==> src/rtl/ctls_pkg.sv <==
// Shared types, constants and the microcode program of the character LCD sequencer.
package ctls_pkg;

    // Input item kinds.
    localparam logic [1:0] OP_CHAR   = 2'd0;
    localparam logic [1:0] OP_SETPOS = 2'd1;
    localparam logic [1:0] OP_CLEAR  = 2'd2;

    // Configuration register indexes.
    localparam logic [2:0] CFG_COLUMNS = 3'd0;
    localparam logic [2:0] CFG_ROW0    = 3'd1;
    localparam logic [2:0] CFG_ROW1    = 3'd2;
    localparam logic [2:0] CFG_ROW2    = 3'd3;
    localparam logic [2:0] CFG_ROW3    = 3'd4;

    // Configuration reset values.
    localparam logic [4:0] COLUMNS_RESET = 5'd20;
    localparam logic [6:0] ROW0_RESET    = 7'h00;
    localparam logic [6:0] ROW1_RESET    = 7'h40;
    localparam logic [6:0] ROW2_RESET    = 7'h14;
    localparam logic [6:0] ROW3_RESET    = 7'h54;

    // Special characters.
    localparam logic [7:0] CHAR_NEWLINE = 8'd10;
    localparam logic [7:0] CHAR_RETURN  = 8'd13;

    // LCD command bytes.
    localparam logic [7:0] CMD_CLEAR       = 8'h01;
    localparam logic [7:0] CMD_HOME        = 8'h02;
    localparam logic       CMD_SET_ADDR    = 1'b1;
    localparam logic [7:0] CMD_SHIFT_RIGHT = 8'h14;

    // A run holds at most 25 bytes, so at most 23 shifts follow home and set-address.
    localparam logic [4:0] MAX_SHIFTS = 5'd23;

    // Microcode addresses.
    localparam logic [2:0] UADDR_CLEAR    = 3'd0;
    localparam logic [2:0] UADDR_HOME     = 3'd1;
    localparam logic [2:0] UADDR_ADDR     = 3'd2;
    localparam logic [2:0] UADDR_SHIFT    = 3'd3;
    localparam logic [2:0] UADDR_CHAR     = 3'd4;
    localparam logic [2:0] UADDR_CLR_HOME = 3'd5;

    // Byte source of a step.
    typedef enum logic [2:0] {
        SRC_CLEAR,
        SRC_HOME,
        SRC_ADDR,
        SRC_SHIFT,
        SRC_CHAR
    } ctls_src_t;

    // Sequencing after a step.
    typedef enum logic [1:0] {
        SEQ_NEXT,   // go to the following step
        SEQ_END,    // run is over
        SEQ_SHIFT,  // jump to target if shifts remain, else tail
        SEQ_LOOP    // repeat while shifts remain, else tail
    } ctls_seq_t;

    // One control word.
    typedef struct packed {
        ctls_src_t  src;
        logic       rs;
        ctls_seq_t  seq;
        logic [2:0] target;
    } ctls_uword_t;

    // Run request from the front end to the microcode engine.
    typedef struct packed {
        logic       go;
        logic [2:0] entry;
        logic       char_pend;
        logic [4:0] shifts;
        logic [6:0] addr;
        logic [7:0] char_code;
    } ctls_start_t;

    // The microcode program. A clear sends its own return-home and then runs the
    // full positioning sequence, which starts with another return-home. The tail
    // of the positioning steps continues to the character step when a character
    // waits behind a wrap.
    function automatic ctls_uword_t ctls_urom(input logic [2:0] pc);
        ctls_uword_t w;
        unique case (pc)
            UADDR_CLEAR:    w = '{src: SRC_CLEAR, rs: 1'b0, seq: SEQ_NEXT,
                                  target: UADDR_CLR_HOME};
            UADDR_CLR_HOME: w = '{src: SRC_HOME,  rs: 1'b0, seq: SEQ_NEXT,
                                  target: UADDR_HOME};
            UADDR_HOME:     w = '{src: SRC_HOME,  rs: 1'b0, seq: SEQ_NEXT,
                                  target: UADDR_ADDR};
            UADDR_ADDR:     w = '{src: SRC_ADDR,  rs: 1'b0, seq: SEQ_SHIFT,
                                  target: UADDR_SHIFT};
            UADDR_SHIFT:    w = '{src: SRC_SHIFT, rs: 1'b0, seq: SEQ_LOOP,
                                  target: UADDR_SHIFT};
            UADDR_CHAR:     w = '{src: SRC_CHAR,  rs: 1'b1, seq: SEQ_END,
                                  target: UADDR_CHAR};
            default:        w = '{src: SRC_HOME,  rs: 1'b0, seq: SEQ_END,
                                  target: UADDR_CLEAR};
        endcase
        return w;
    endfunction

endpackage

==> src/rtl/ctls_useq.sv <==
// Microcode engine: steps the program, one nibble per cycle unless stalled.
module ctls_useq
    import ctls_pkg::*;
(
    input  logic        aclk,
    input  logic        aresetn,
    input  ctls_start_t start,
    output logic        busy,
    output logic        m_tvalid,
    input  logic        m_tready,
    output logic        nib_rs,
    output logic [3:0]  nib_value,
    output logic        nib_last
);

    logic        busy_reg, busy_next;
    logic [2:0]  pc_reg, pc_next;
    logic        phase_reg, phase_next;
    logic [4:0]  cnt_reg, cnt_next;
    logic        pend_reg, pend_next;
    logic [6:0]  addr_reg, addr_next;
    logic [7:0]  char_reg, char_next;
    logic        valid_reg, valid_next;
    logic        rs_reg, rs_next;
    logic [3:0]  nib_reg, nib_next;
    logic        last_reg, last_next;

    ctls_uword_t uw;
    logic [7:0]  byte_out;
    logic        step_en;
    logic        run_end;
    logic [2:0]  jump_pc;
    logic [2:0]  tail_pc;
    logic [4:0]  cnt_dec;

    assign uw      = ctls_urom(pc_reg);
    assign step_en = busy_reg && (!valid_reg || m_tready);
    assign cnt_dec = cnt_reg - 5'd1;
    assign tail_pc = UADDR_CHAR;

    // Byte that the current step sends.
    always_comb begin
        unique case (uw.src)
            SRC_CLEAR: byte_out = CMD_CLEAR;
            SRC_HOME:  byte_out = CMD_HOME;
            SRC_ADDR:  byte_out = {CMD_SET_ADDR, addr_reg};
            SRC_SHIFT: byte_out = CMD_SHIFT_RIGHT;
            SRC_CHAR:  byte_out = char_reg;
            default:   byte_out = CMD_HOME;
        endcase
    end

    // Sequencing decision taken at the end of a step.
    always_comb begin
        run_end = 1'b0;
        jump_pc = pc_reg + 3'd1;
        unique case (uw.seq)
            SEQ_NEXT: jump_pc = uw.target;
            SEQ_END:  run_end = 1'b1;
            SEQ_SHIFT: begin
                if (cnt_reg != 5'd0) begin
                    jump_pc = uw.target;
                end else begin
                    run_end = !pend_reg;
                    jump_pc = tail_pc;
                end
            end
            SEQ_LOOP: begin
                if (cnt_dec != 5'd0) begin
                    jump_pc = uw.target;
                end else begin
                    run_end = !pend_reg;
                    jump_pc = tail_pc;
                end
            end
            default: run_end = 1'b1;
        endcase
    end

    // Next state of the engine and of the output register.
    always_comb begin
        busy_next  = busy_reg;
        pc_next    = pc_reg;
        phase_next = phase_reg;
        cnt_next   = cnt_reg;
        pend_next  = pend_reg;
        addr_next  = addr_reg;
        char_next  = char_reg;
        valid_next = valid_reg && !m_tready;
        rs_next    = rs_reg;
        nib_next   = nib_reg;
        last_next  = last_reg;
        if (step_en) begin
            valid_next = 1'b1;
            rs_next    = uw.rs;
            nib_next   = phase_reg ? byte_out[3:0] : byte_out[7:4];
            last_next  = phase_reg && run_end;
            phase_next = !phase_reg;
            if (phase_reg) begin
                pc_next   = jump_pc;
                busy_next = !run_end;
                if (uw.seq == SEQ_LOOP) begin
                    cnt_next = cnt_dec;
                end
            end
        end else if (!busy_reg && start.go) begin
            busy_next  = 1'b1;
            pc_next    = start.entry;
            phase_next = 1'b0;
            cnt_next   = start.shifts;
            pend_next  = start.char_pend;
            addr_next  = start.addr;
            char_next  = start.char_code;
        end
    end

    always_ff @(posedge aclk) begin
        if (!aresetn) begin
            busy_reg  <= 1'b0;
            valid_reg <= 1'b0;
            phase_reg <= 1'b0;
            pc_reg    <= UADDR_CLEAR;
        end else begin
            busy_reg  <= busy_next;
            valid_reg <= valid_next;
            phase_reg <= phase_next;
            pc_reg    <= pc_next;
        end
        cnt_reg  <= cnt_next;
        pend_reg <= pend_next;
        addr_reg <= addr_next;
        char_reg <= char_next;
        rs_reg   <= rs_next;
        nib_reg  <= nib_next;
        last_reg <= last_next;
    end

    assign busy      = busy_reg;
    assign m_tvalid  = valid_reg;
    assign nib_rs    = rs_reg;
    assign nib_value = nib_reg;
    assign nib_last  = last_reg;

endmodule

==> src/rtl/char_text_lcd_sequencer.sv <==
// Top level of the character LCD sequencer: item decode, cursor, configuration.
//
// Each accepted item becomes a run of 4-bit LCD transfers (high nibble first,
// register select in m_tuser, m_tlast on the final one). A plain character
// costs 2 transfers; a wrap, newline, return or set-position adds home and
// set-address plus one cursor shift per column (at most 23 shifts, 50
// transfers in all); a clear costs 8. Within a run, transfers leave at one
// per cycle while m_tready is high, paced by the microcode engine that steps
// one nibble per cycle, and s_tready returns as soon as the engine has issued
// the last nibble into its output register. Opcode 3 is accepted and causes
// nothing. Registers on the cfg port should be written while no run is in
// flight.
module char_text_lcd_sequencer
    import ctls_pkg::*;
(
    input  logic        aclk,
    input  logic        aresetn,
    input  logic        cfg_wr_en,
    input  logic [2:0]  cfg_index,
    input  logic [6:0]  cfg_wdata,
    input  logic        s_tvalid,
    output logic        s_tready,
    // opcode[1:0], char_code[9:2], column_in[14:10], row_in[16:15], zero pad
    input  logic [23:0] s_tdata,
    output logic        m_tvalid,
    input  logic        m_tready,
    // nibble[3:0], zero pad
    output logic [7:0]  m_tdata,
    // register_select[0]
    output logic [0:0]  m_tuser,
    output logic        m_tlast
);

    logic [4:0]  columns_reg;
    logic [6:0]  row_addr_reg [4];
    logic [4:0]  cursor_column_reg, cursor_column_next;
    logic [1:0]  cursor_row_reg, cursor_row_next;

    logic [1:0]  opcode;
    logic [7:0]  char_code;
    logic [4:0]  column_in;
    logic [1:0]  row_in;
    logic        accept;
    logic        busy;
    logic [4:0]  width;
    logic [4:0]  width_m1;
    logic [4:0]  pos_col;
    logic [1:0]  pos_row;
    ctls_start_t start;
    logic        nib_rs;
    logic [3:0]  nib_value;

    assign opcode    = s_tdata[1:0];
    assign char_code = s_tdata[9:2];
    assign column_in = s_tdata[14:10];
    assign row_in    = s_tdata[16:15];

    assign s_tready = !busy;
    assign accept   = s_tvalid && s_tready;
    assign width    = (columns_reg == 5'd0) ? 5'd1 : columns_reg;
    assign width_m1 = width - 5'd1;

    // Configuration writes; indexes beyond the list are ignored.
    always_ff @(posedge aclk) begin
        if (!aresetn) begin
            columns_reg     <= COLUMNS_RESET;
            row_addr_reg[0] <= ROW0_RESET;
            row_addr_reg[1] <= ROW1_RESET;
            row_addr_reg[2] <= ROW2_RESET;
            row_addr_reg[3] <= ROW3_RESET;
        end else if (cfg_wr_en) begin
            unique case (cfg_index)
                CFG_COLUMNS: columns_reg     <= cfg_wdata[4:0];
                CFG_ROW0:    row_addr_reg[0] <= cfg_wdata;
                CFG_ROW1:    row_addr_reg[1] <= cfg_wdata;
                CFG_ROW2:    row_addr_reg[2] <= cfg_wdata;
                CFG_ROW3:    row_addr_reg[3] <= cfg_wdata;
                default:     ;
            endcase
        end
    end

    // Item decode: picks the program entry and the new cursor position.
    always_comb begin
        cursor_column_next = cursor_column_reg;
        cursor_row_next    = cursor_row_reg;
        pos_col            = 5'd0;
        pos_row            = cursor_row_reg;
        start.go           = 1'b0;
        start.entry        = UADDR_HOME;
        start.char_pend    = 1'b0;
        start.char_code    = char_code;
        unique case (opcode)
            OP_CHAR: begin
                start.go = 1'b1;
                if (char_code == CHAR_NEWLINE) begin
                    pos_row            = cursor_row_reg + 2'd1;
                    cursor_column_next = 5'd0;
                    cursor_row_next    = pos_row;
                end else if (char_code == CHAR_RETURN) begin
                    cursor_column_next = 5'd0;
                end else if (cursor_column_reg >= width) begin
                    // Wrap to the next row, then send the character.
                    pos_row            = cursor_row_reg + 2'd1;
                    start.char_pend    = 1'b1;
                    cursor_column_next = 5'd1;
                    cursor_row_next    = pos_row;
                end else begin
                    start.entry        = UADDR_CHAR;
                    cursor_column_next = cursor_column_reg + 5'd1;
                end
            end
            OP_SETPOS: begin
                start.go           = 1'b1;
                pos_col            = (column_in > width_m1) ? width_m1 : column_in;
                pos_row            = row_in;
                cursor_column_next = pos_col;
                cursor_row_next    = row_in;
            end
            OP_CLEAR: begin
                start.go           = 1'b1;
                start.entry        = UADDR_CLEAR;
                pos_row            = 2'd0;
                cursor_column_next = 5'd0;
                cursor_row_next    = 2'd0;
            end
            default: start.go = 1'b0;
        endcase
        start.shifts = (pos_col > MAX_SHIFTS) ? MAX_SHIFTS : pos_col;
        start.addr   = row_addr_reg[pos_row];
        start.go     = start.go && accept;
    end

    // Cursor state follows each accepted item.
    always_ff @(posedge aclk) begin
        if (!aresetn) begin
            cursor_column_reg <= 5'd0;
            cursor_row_reg    <= 2'd0;
        end else if (accept) begin
            cursor_column_reg <= cursor_column_next;
            cursor_row_reg    <= cursor_row_next;
        end
    end

    ctls_useq u_useq (
        .aclk      (aclk),
        .aresetn   (aresetn),
        .start     (start),
        .busy      (busy),
        .m_tvalid  (m_tvalid),
        .m_tready  (m_tready),
        .nib_rs    (nib_rs),
        .nib_value (nib_value),
        .nib_last  (m_tlast)
    );

    assign m_tdata = {4'd0, nib_value};
    assign m_tuser = nib_rs;

endmodule

==> config.mk <==
export PLATFORM = sky130hd
export DESIGN_NAME = char_text_lcd_sequencer
export DESIGN_NICKNAME = d
export VERILOG_FILES = /design/src/rtl/ctls_pkg.sv /design/src/rtl/ctls_useq.sv /design/src/rtl/char_text_lcd_sequencer.sv
export SDC_FILE = /design/constraint.sdc
export NUM_CORES = 1
export LEC_CHECK = 0
export ABC_CLOCK_PERIOD_IN_PS = 7000
export BUFFER_PORTS_ARGS = -buffer_cell sky130_fd_sc_hd__buf_2
export CAP_MARGIN = 10
export CORE_MARGIN = 4
export CORE_UTILIZATION = 45
export CTS_CLUSTER_SIZE = 14
export DETAILED_ROUTE_END_ITERATION = 8
export SLEW_MARGIN = 20
export SYNTH_ARGS = -nofsm -noshare
export SYNTH_HDL_FRONTEND = slang
export SYNTH_SLANG_ARGS = --single-unit
==> constraint.sdc <==
create_clock -name aclk -period 7 [get_ports aclk]
set_clock_uncertainty 0.15 [all_clocks]
set_input_delay 1.05 -clock aclk [delete_from_list [all_inputs] [get_ports aclk]]
set_output_delay 1.05 -clock aclk [all_outputs]
set_load 0.02 [all_outputs]
* Word level (Yosys, flattened, before mapping)
Memory sizes are Yosys's and may differ from the RTL's. A register that Yosys moved wholly into a read port is not among the register bits.
Index checks and enable logic that the tools add are counted.
** Storage, ports and cells
- Register bits after elaboration :: 38
- Memory bits (writable) :: 28
- Output and inout port bits :: 12
- Logic and storage cells :: 140
- Memories :: 1
** Cells by class
- Add/sub/neg operators :: 5
- $lt $le $gt $ge :: 3
- Equal/unequal tests :: 21
- Multiplexer cells :: 61
- Bitwise gates (word level) :: 6
- Reduce and logical (&&, ||, !) cells :: 30
** Memory list
- row_addr_reg :: words 4, bits a word 7, rd ports 1, clocked after Yosys merged registers in 1, wr ports 4, RTL line char_text_lcd_sequencer.sv:35 : logic [6:0] row_addr_reg [4];
** Operator list (count)
- $mux 5 :: 11
- $pmux 9 s6 :: 1
- $pmux 8 s4 :: 1
- $mux 7 :: 4
- $mux 1 :: 27
- $eq 3x2->1 const B :: 6
- $mux 3 :: 6
- $eq 8x4->1 const B :: 2
- $pmux 5 s3 :: 1
- $eq 3x3->1 const B :: 4
- $mux 4 :: 3
- $reduce_bool 5->1 :: 2
- $sub 5x1->5 const B :: 2
- $logic_not 3->1 :: 3
- $pmux 3 s3 :: 1
- $reduce_and 2->1 :: 4
- $eq 2x2->1 const B :: 3
- $eq 3x1->1 const B :: 2
- $logic_and 1x1->1 :: 6
- $logic_not 1->1 :: 6
- $mux 2 :: 3
- $pmux 2 s3 :: 1
- $pmux 3 s2 :: 1
- $reduce_or 3->1 :: 2
- other kinds (18) :: 24

* Depth between registers and ports, before layout
- Depth after elaboration :: 10
- Mapped depth :: 14

* Modules after synthesis
From an unflattened synthesis, not the netlist that was laid out.
** Second synthesis, totals
- Cell total of the unflattened synthesis :: 433
- Area, all modules :: 4446.8 um^2
** By module, submodules not included
- char_text_lcd_sequencer :: times used 1, cells an instance 291, area each 2803.9 um^2, sequential area each 1081.0 um^2
- ctls_useq :: times used 1, cells an instance 142, area each 1642.8 um^2, sequential area each 930.9 um^2

* Worst setup path after synthesis
Ideal clock, no wire load.
- Path type :: input to register
- Start :: input s_tdata[0]
- End :: register cursor_row_reg[0]
- Setup time :: 128 ps
- Data arrival time :: 2767 ps
- Data required time :: 6722 ps
- Setup slack :: 3955 ps
- Stages on the path :: 9
- Cell sequence :: ha_1 -> inv_1 -> nand3_1 -> clkbuf_1 -> inv_1 -> clkbuf_1 -> o21ai_0 -> nand2_1 -> o22ai_1
** On the way
- Cells in the longest elaborated chain, start to end :: 2
** RTL lines
- start: declaration :: RTL line char_text_lcd_sequencer.sv:24 : input logic [23:0] s_tdata,
- $eq 2x2->1 (tied with other cells) :: RTL line char_text_lcd_sequencer.sv:93 : unique case (opcode)
- $pmux 2 s3 (*) :: RTL line char_text_lcd_sequencer.sv:93
- end signal: assignment :: RTL line char_text_lcd_sequencer.sv:141 : cursor_row_reg <= cursor_row_next;
- end: declaration :: RTL line char_text_lcd_sequencer.sv:37 : logic [1:0] cursor_row_reg, cursor_row_next;
Every way passes the cells marked *; elsewhere a longest branch is shown, timed or not.
A chain may end at the register's enable or synchronous reset.

* Final worst setup path
- Start :: register columns_reg[4]
- End :: register u_useq.addr_reg[4], read port of row_addr_reg, data pin
** On the way
- Cells in the longest elaborated chain, start to end :: 7
** RTL lines
- start: declaration :: RTL line char_text_lcd_sequencer.sv:34 : logic [4:0] columns_reg;
- start signal: assignment :: RTL line char_text_lcd_sequencer.sv:73 : CFG_COLUMNS: columns_reg <= cfg_wdata[4:0];
- $logic_not 5->1 :: RTL line char_text_lcd_sequencer.sv:60 : assign width = (columns_reg == 5'd0) ? 5'd1 : columns_reg;
- $mux 5 (*) :: RTL line char_text_lcd_sequencer.sv:60
- $ge 5x5->1 (*) :: RTL line char_text_lcd_sequencer.sv:102 : end else if (cursor_column_reg >= width) begin
- $mux 2 (*) (3 in series)
- $pmux 2 s3 (*)
- end: declaration :: RTL line ctls_useq.sv:21 : logic [6:0] addr_reg, addr_next;
Marks and branches as above.

==> results.sh <==
export IMPL_row_count=35
export IMPL_achievable_frequency_mhz=277
export IMPL_place_hpwl_mm=6.78
export IMPL_finalHoldViolCount=0
export IMPL_commonest_non_fill_non_tap_cells_in_the_layout="55 x edfxtp_1, 39 x buf_2, 34 x nor2_1, 34 x nand2_1"
export IMPL_cp_start_kind="flop"
export IMPL_worst_slew_pin_slew_ns=0.958
export IMPL_number_of_antenna_cells_inserted=0
export IMPL_critical_path_max_fanout=12
export IMPL_slew_violations=0
export IMPL_drt_drc_violations_left=0
export IMPL_yosysSeqAreaShare=0.468
export IMPL_timing_critical_path_max_delay_family="compound AO/OA/AOI/OAI gates"
export IMPL_layout_min_cycle_time_ns=3.62
export IMPL_die_area_um2=11200
export IMPL_fin_setup_tns_ns=0
export IMPL_layout_cells_most_common="edfxtp_1"
export IMPL_register_to_register_path_depth=11
export IMPL_chipHeight_um=106
export IMPL_hold_worst_slack_ns=0.376
export IMPL_finish_cell_count_without_fillers=593
export IMPL_vias=3177
export IMPL_worst_path_max_delay_cell="o21ai_4"
export IMPL_track_usage=0.168
export IMPL_syn_inst=426
export IMPL_post_cts_hold_buffer_count=0
export IMPL_postSynth_topFlopCell="edfxtp_1"
export IMPL_cp_cell_sequence="inv_1, a41oi_1, inv_1, ha_1, nand2b_4, a2111o_1, a31oi_4, a21boi_4, o21ai_4, mux2i_1, mux2i_1"
export IMPL_max_slew_headroom_at_the_worst_pin=0.361
export IMPL_worst_hold_startpoint="cursor_row_reg[1]"
export IMPL_power_density_cell_area_nw_per_um2=225
export IMPL_vdd_drop_max_mv=0.121
export IMPL_slack_of_the_worst_reg_to_reg_path_ns=3.38
export IMPL_placed_cell_count=577
export IMPL_power_leakage_nw=1.90
export IMPL_cts_inserted_buffers=9
export IMPL_rsz0062_at_grt="false"
export IMPL_die_w_um=106
export IMPL_timing_final_crit_share=0.517
export IMPL_final_core_utilization=0.518
export IMPL_number_of_global_route_vias_before_repair=3081
export IMPL_globalRoute_totalOverflow=0
export IMPL_drtAntennaViolNets=0
export IMPL_synthesis_yosys_warnings=0
export IMPL_req_time_crit_path_ns=6.93
export IMPL_result_of_the_run="finished, final reports clean"
export IMPL_crit_buf_inv=2
export IMPL_data_arrival_time_of_the_critical_path_ns=3.54
export IMPL_synthTopCellsByArea="edfxtp_1 38%, dfxtp_1 8.4%, ha_1 7.0%"
export IMPL_post_cts_resized=0
export IMPL_number_of_inserted_filler_cells_in_the_final_layout=891
export IMPL_largest_register_ffs=28
export IMPL_tritoncts_clock_tree="built"
export IMPL_ys_seq_elements=73
export IMPL_synth_edff_count=55
export IMPL_maximum_number_of_pins_on_one_net_before_global_route_repair=29
export IMPL_synth_top_area_frac=0.384
export IMPL_num_io_pins=51
export IMPL_route_detailed_wl_per_inst_um=15.3
export IMPL_criticalPathCategory="reg -> reg"
export IMPL_synth_largest_area_cell="edfxtp_1"
export IMPL_regToRegStartpoint="columns_reg[4]"
export IMPL_setup_violations_final=0
export IMPL_clk_latency_ns=0.35
export IMPL_post_synthesis_instance_area_um2=4300
export IMPL_max_clock_path_buffers=2
export IMPL_drt_first_pass_iters=4
export IMPL_postLayoutSetupSlackWorst_ns=3.38
export IMPL_holdCritPathClass="reg -> reg"
export IMPL_initial_utilization=0.463
export IMPL_critical_path_s_largest_stage_delay_ns=0.50
export IMPL_syn2layout_area_growth_pct=11.8
export IMPL_ys_async_sr_fraction=0
export IMPL_timing_hold_worst_path_depth=2
export IMPL_grt_first_pass_wirelength_mm=15.0
export IMPL_dpl_worst_slack_ns=3.27
export IMPL_root_buffer="clkbuf_8"
export IMPL_layout_drive_gt1_share=0.138
export IMPL_core_region_area_um2=9280
export IMPL_min_to="cursor_row_reg[1]"
export IMPL_cts_clk_slew_worst_paths_ns=0.08
export IMPL_drt_first_iter_violations=149
export IMPL_drv_max_cap_violation_count=0
export IMPL_port_buffers=39
export IMPL_design_final_nets=522
export IMPL_route_detailed_vias_per_inst=5.36
export IMPL_routed_wirelength_mm=9.05
export IMPL_synth_distinct_cells=58
export IMPL_avgSynthCellArea_um2=10.1
export IMPL_htreeDepth=3
export IMPL_cts_num_sinks=73
export IMPL_postCtsSetupBuffers=0
export IMPL_grt_antenna_before_repair=0
export IMPL_routabilityCongestion=0.866
export IMPL_crit_reg2reg_capture="u_useq.addr_reg[4]"
export IMPL_worst_setup_path_end_kind="flop"
==> worst max path at each step <==
stage | slack [ns] | cells after the start | endpoint | from
global route | 3.16 | 11 | u_useq.addr_reg[0] | columns_reg[1]
floorplan | 3.95 | 9 | cursor_row_reg[0] | s_tdata[0]
CTS | 3.35 | 11 | u_useq.addr_reg[4] | columns_reg[1]
finish | 3.38 | 11 | u_useq.addr_reg[4] | columns_reg[4]
detailed placement | 3.27 | 8 | cursor_column_reg[2] | s_tdata[0]
global placement | 3.31 | 8 | cursor_column_reg[2] | s_tdata[0]
==> worst register-to-register path, stage by stage, from the launching register on <==
cell and delay, ns:
dfxtp_1 0.35, inv_1 0.10, a41oi_1 0.42, inv_1 0.09, ha_1 0.28, nand2b_4 0.13, a2111o_1 0.44, a31oi_4 0.32
a21boi_4 0.17, o21ai_4 0.50, mux2i_1 0.28, mux2i_1 0.11
==> synthesized netlist by cell type (4+ instances only) <==
| cell | number |
|---|---|
| ha_1 | 24 |
| nor3_1 | 6 |
| a31oi_1 | 5 |
| a22oi_1 | 5 |
| edfxtp_1 | 55 |
| a211oi_1 | 6 |
| a21oi_1 | 26 |
| o21ai_0 | 23 |
| inv_1 | 28 |
| mux2i_1 | 28 |
| clkbuf_1 | 10 |
| or3_1 | 7 |
| dfxtp_1 | 18 |
| a311oi_1 | 4 |
| nand4_1 | 4 |
| xnor2_1 | 5 |
| nand2b_1 | 7 |
| buf_4 | 5 |
| nand2_1 | 34 |
| o211ai_1 | 4 |
| and2_1 | 22 |
| nor2_1 | 34 |
| nand3_1 | 9 |
| nor4_1 | 4 |
==> area by class of cell <==
class                      instances  area (um^2)  share of cell area
multi-input combinational        307         2080               0.433
sequential                        73         2010               0.419
timing repair buffer              39          195              0.0406
tap                              129          161              0.0336
clock buffer                       9          124              0.0258
clock inverter                     7          124              0.0258
inverter                          29          109              0.0226
==> layer usage <==
layer  vias to the layer above  wire [um]  global-route usage
li1                       1624          -                   -
met4                         0        179              0.0555
met1                      1477       4110               0.212
met3                        16        309              0.0355
met2                        60       4450               0.287
met5                         -          0                   0
==> cells by family (layout without fill, tap and decap cells) <==
kind of cell,count (synthesis),in the layout,share of synthesized area
adder cells (fa/ha/maj),24,24,0.0699
buffers and inverters,49,84,0.0512
AND/OR/NAND/NOR,142,142,0.168
multiplexers,28,28,0.0652
flip-flops,73,73,0.468
AO/OA/AOI/OAI,104,104,0.166
XOR/XNOR,5,5,0.0102
other,1,4,0.000873
==> report_power, final <==
part | leakage, nW | switching [mW] | total (mW) | internal [mW]
clock network | 0.121 | 0.168 | 0.408 | 0.240
logic | 1.10 | 0.0975 | 0.156 | 0.0586
registers | 0.676 | 0.0174 | 0.516 | 0.498
==> stage by stage <==
step	instance area, um^2	total power, mW
CTS	4800	1.09
detailed placement	4550	0.682
finish	4810	1.08
global route	4810	1.13
global placement	4550	0.678
floorplan	4310	0.637
No activity file was read; power rests on OpenSTA's default activity.
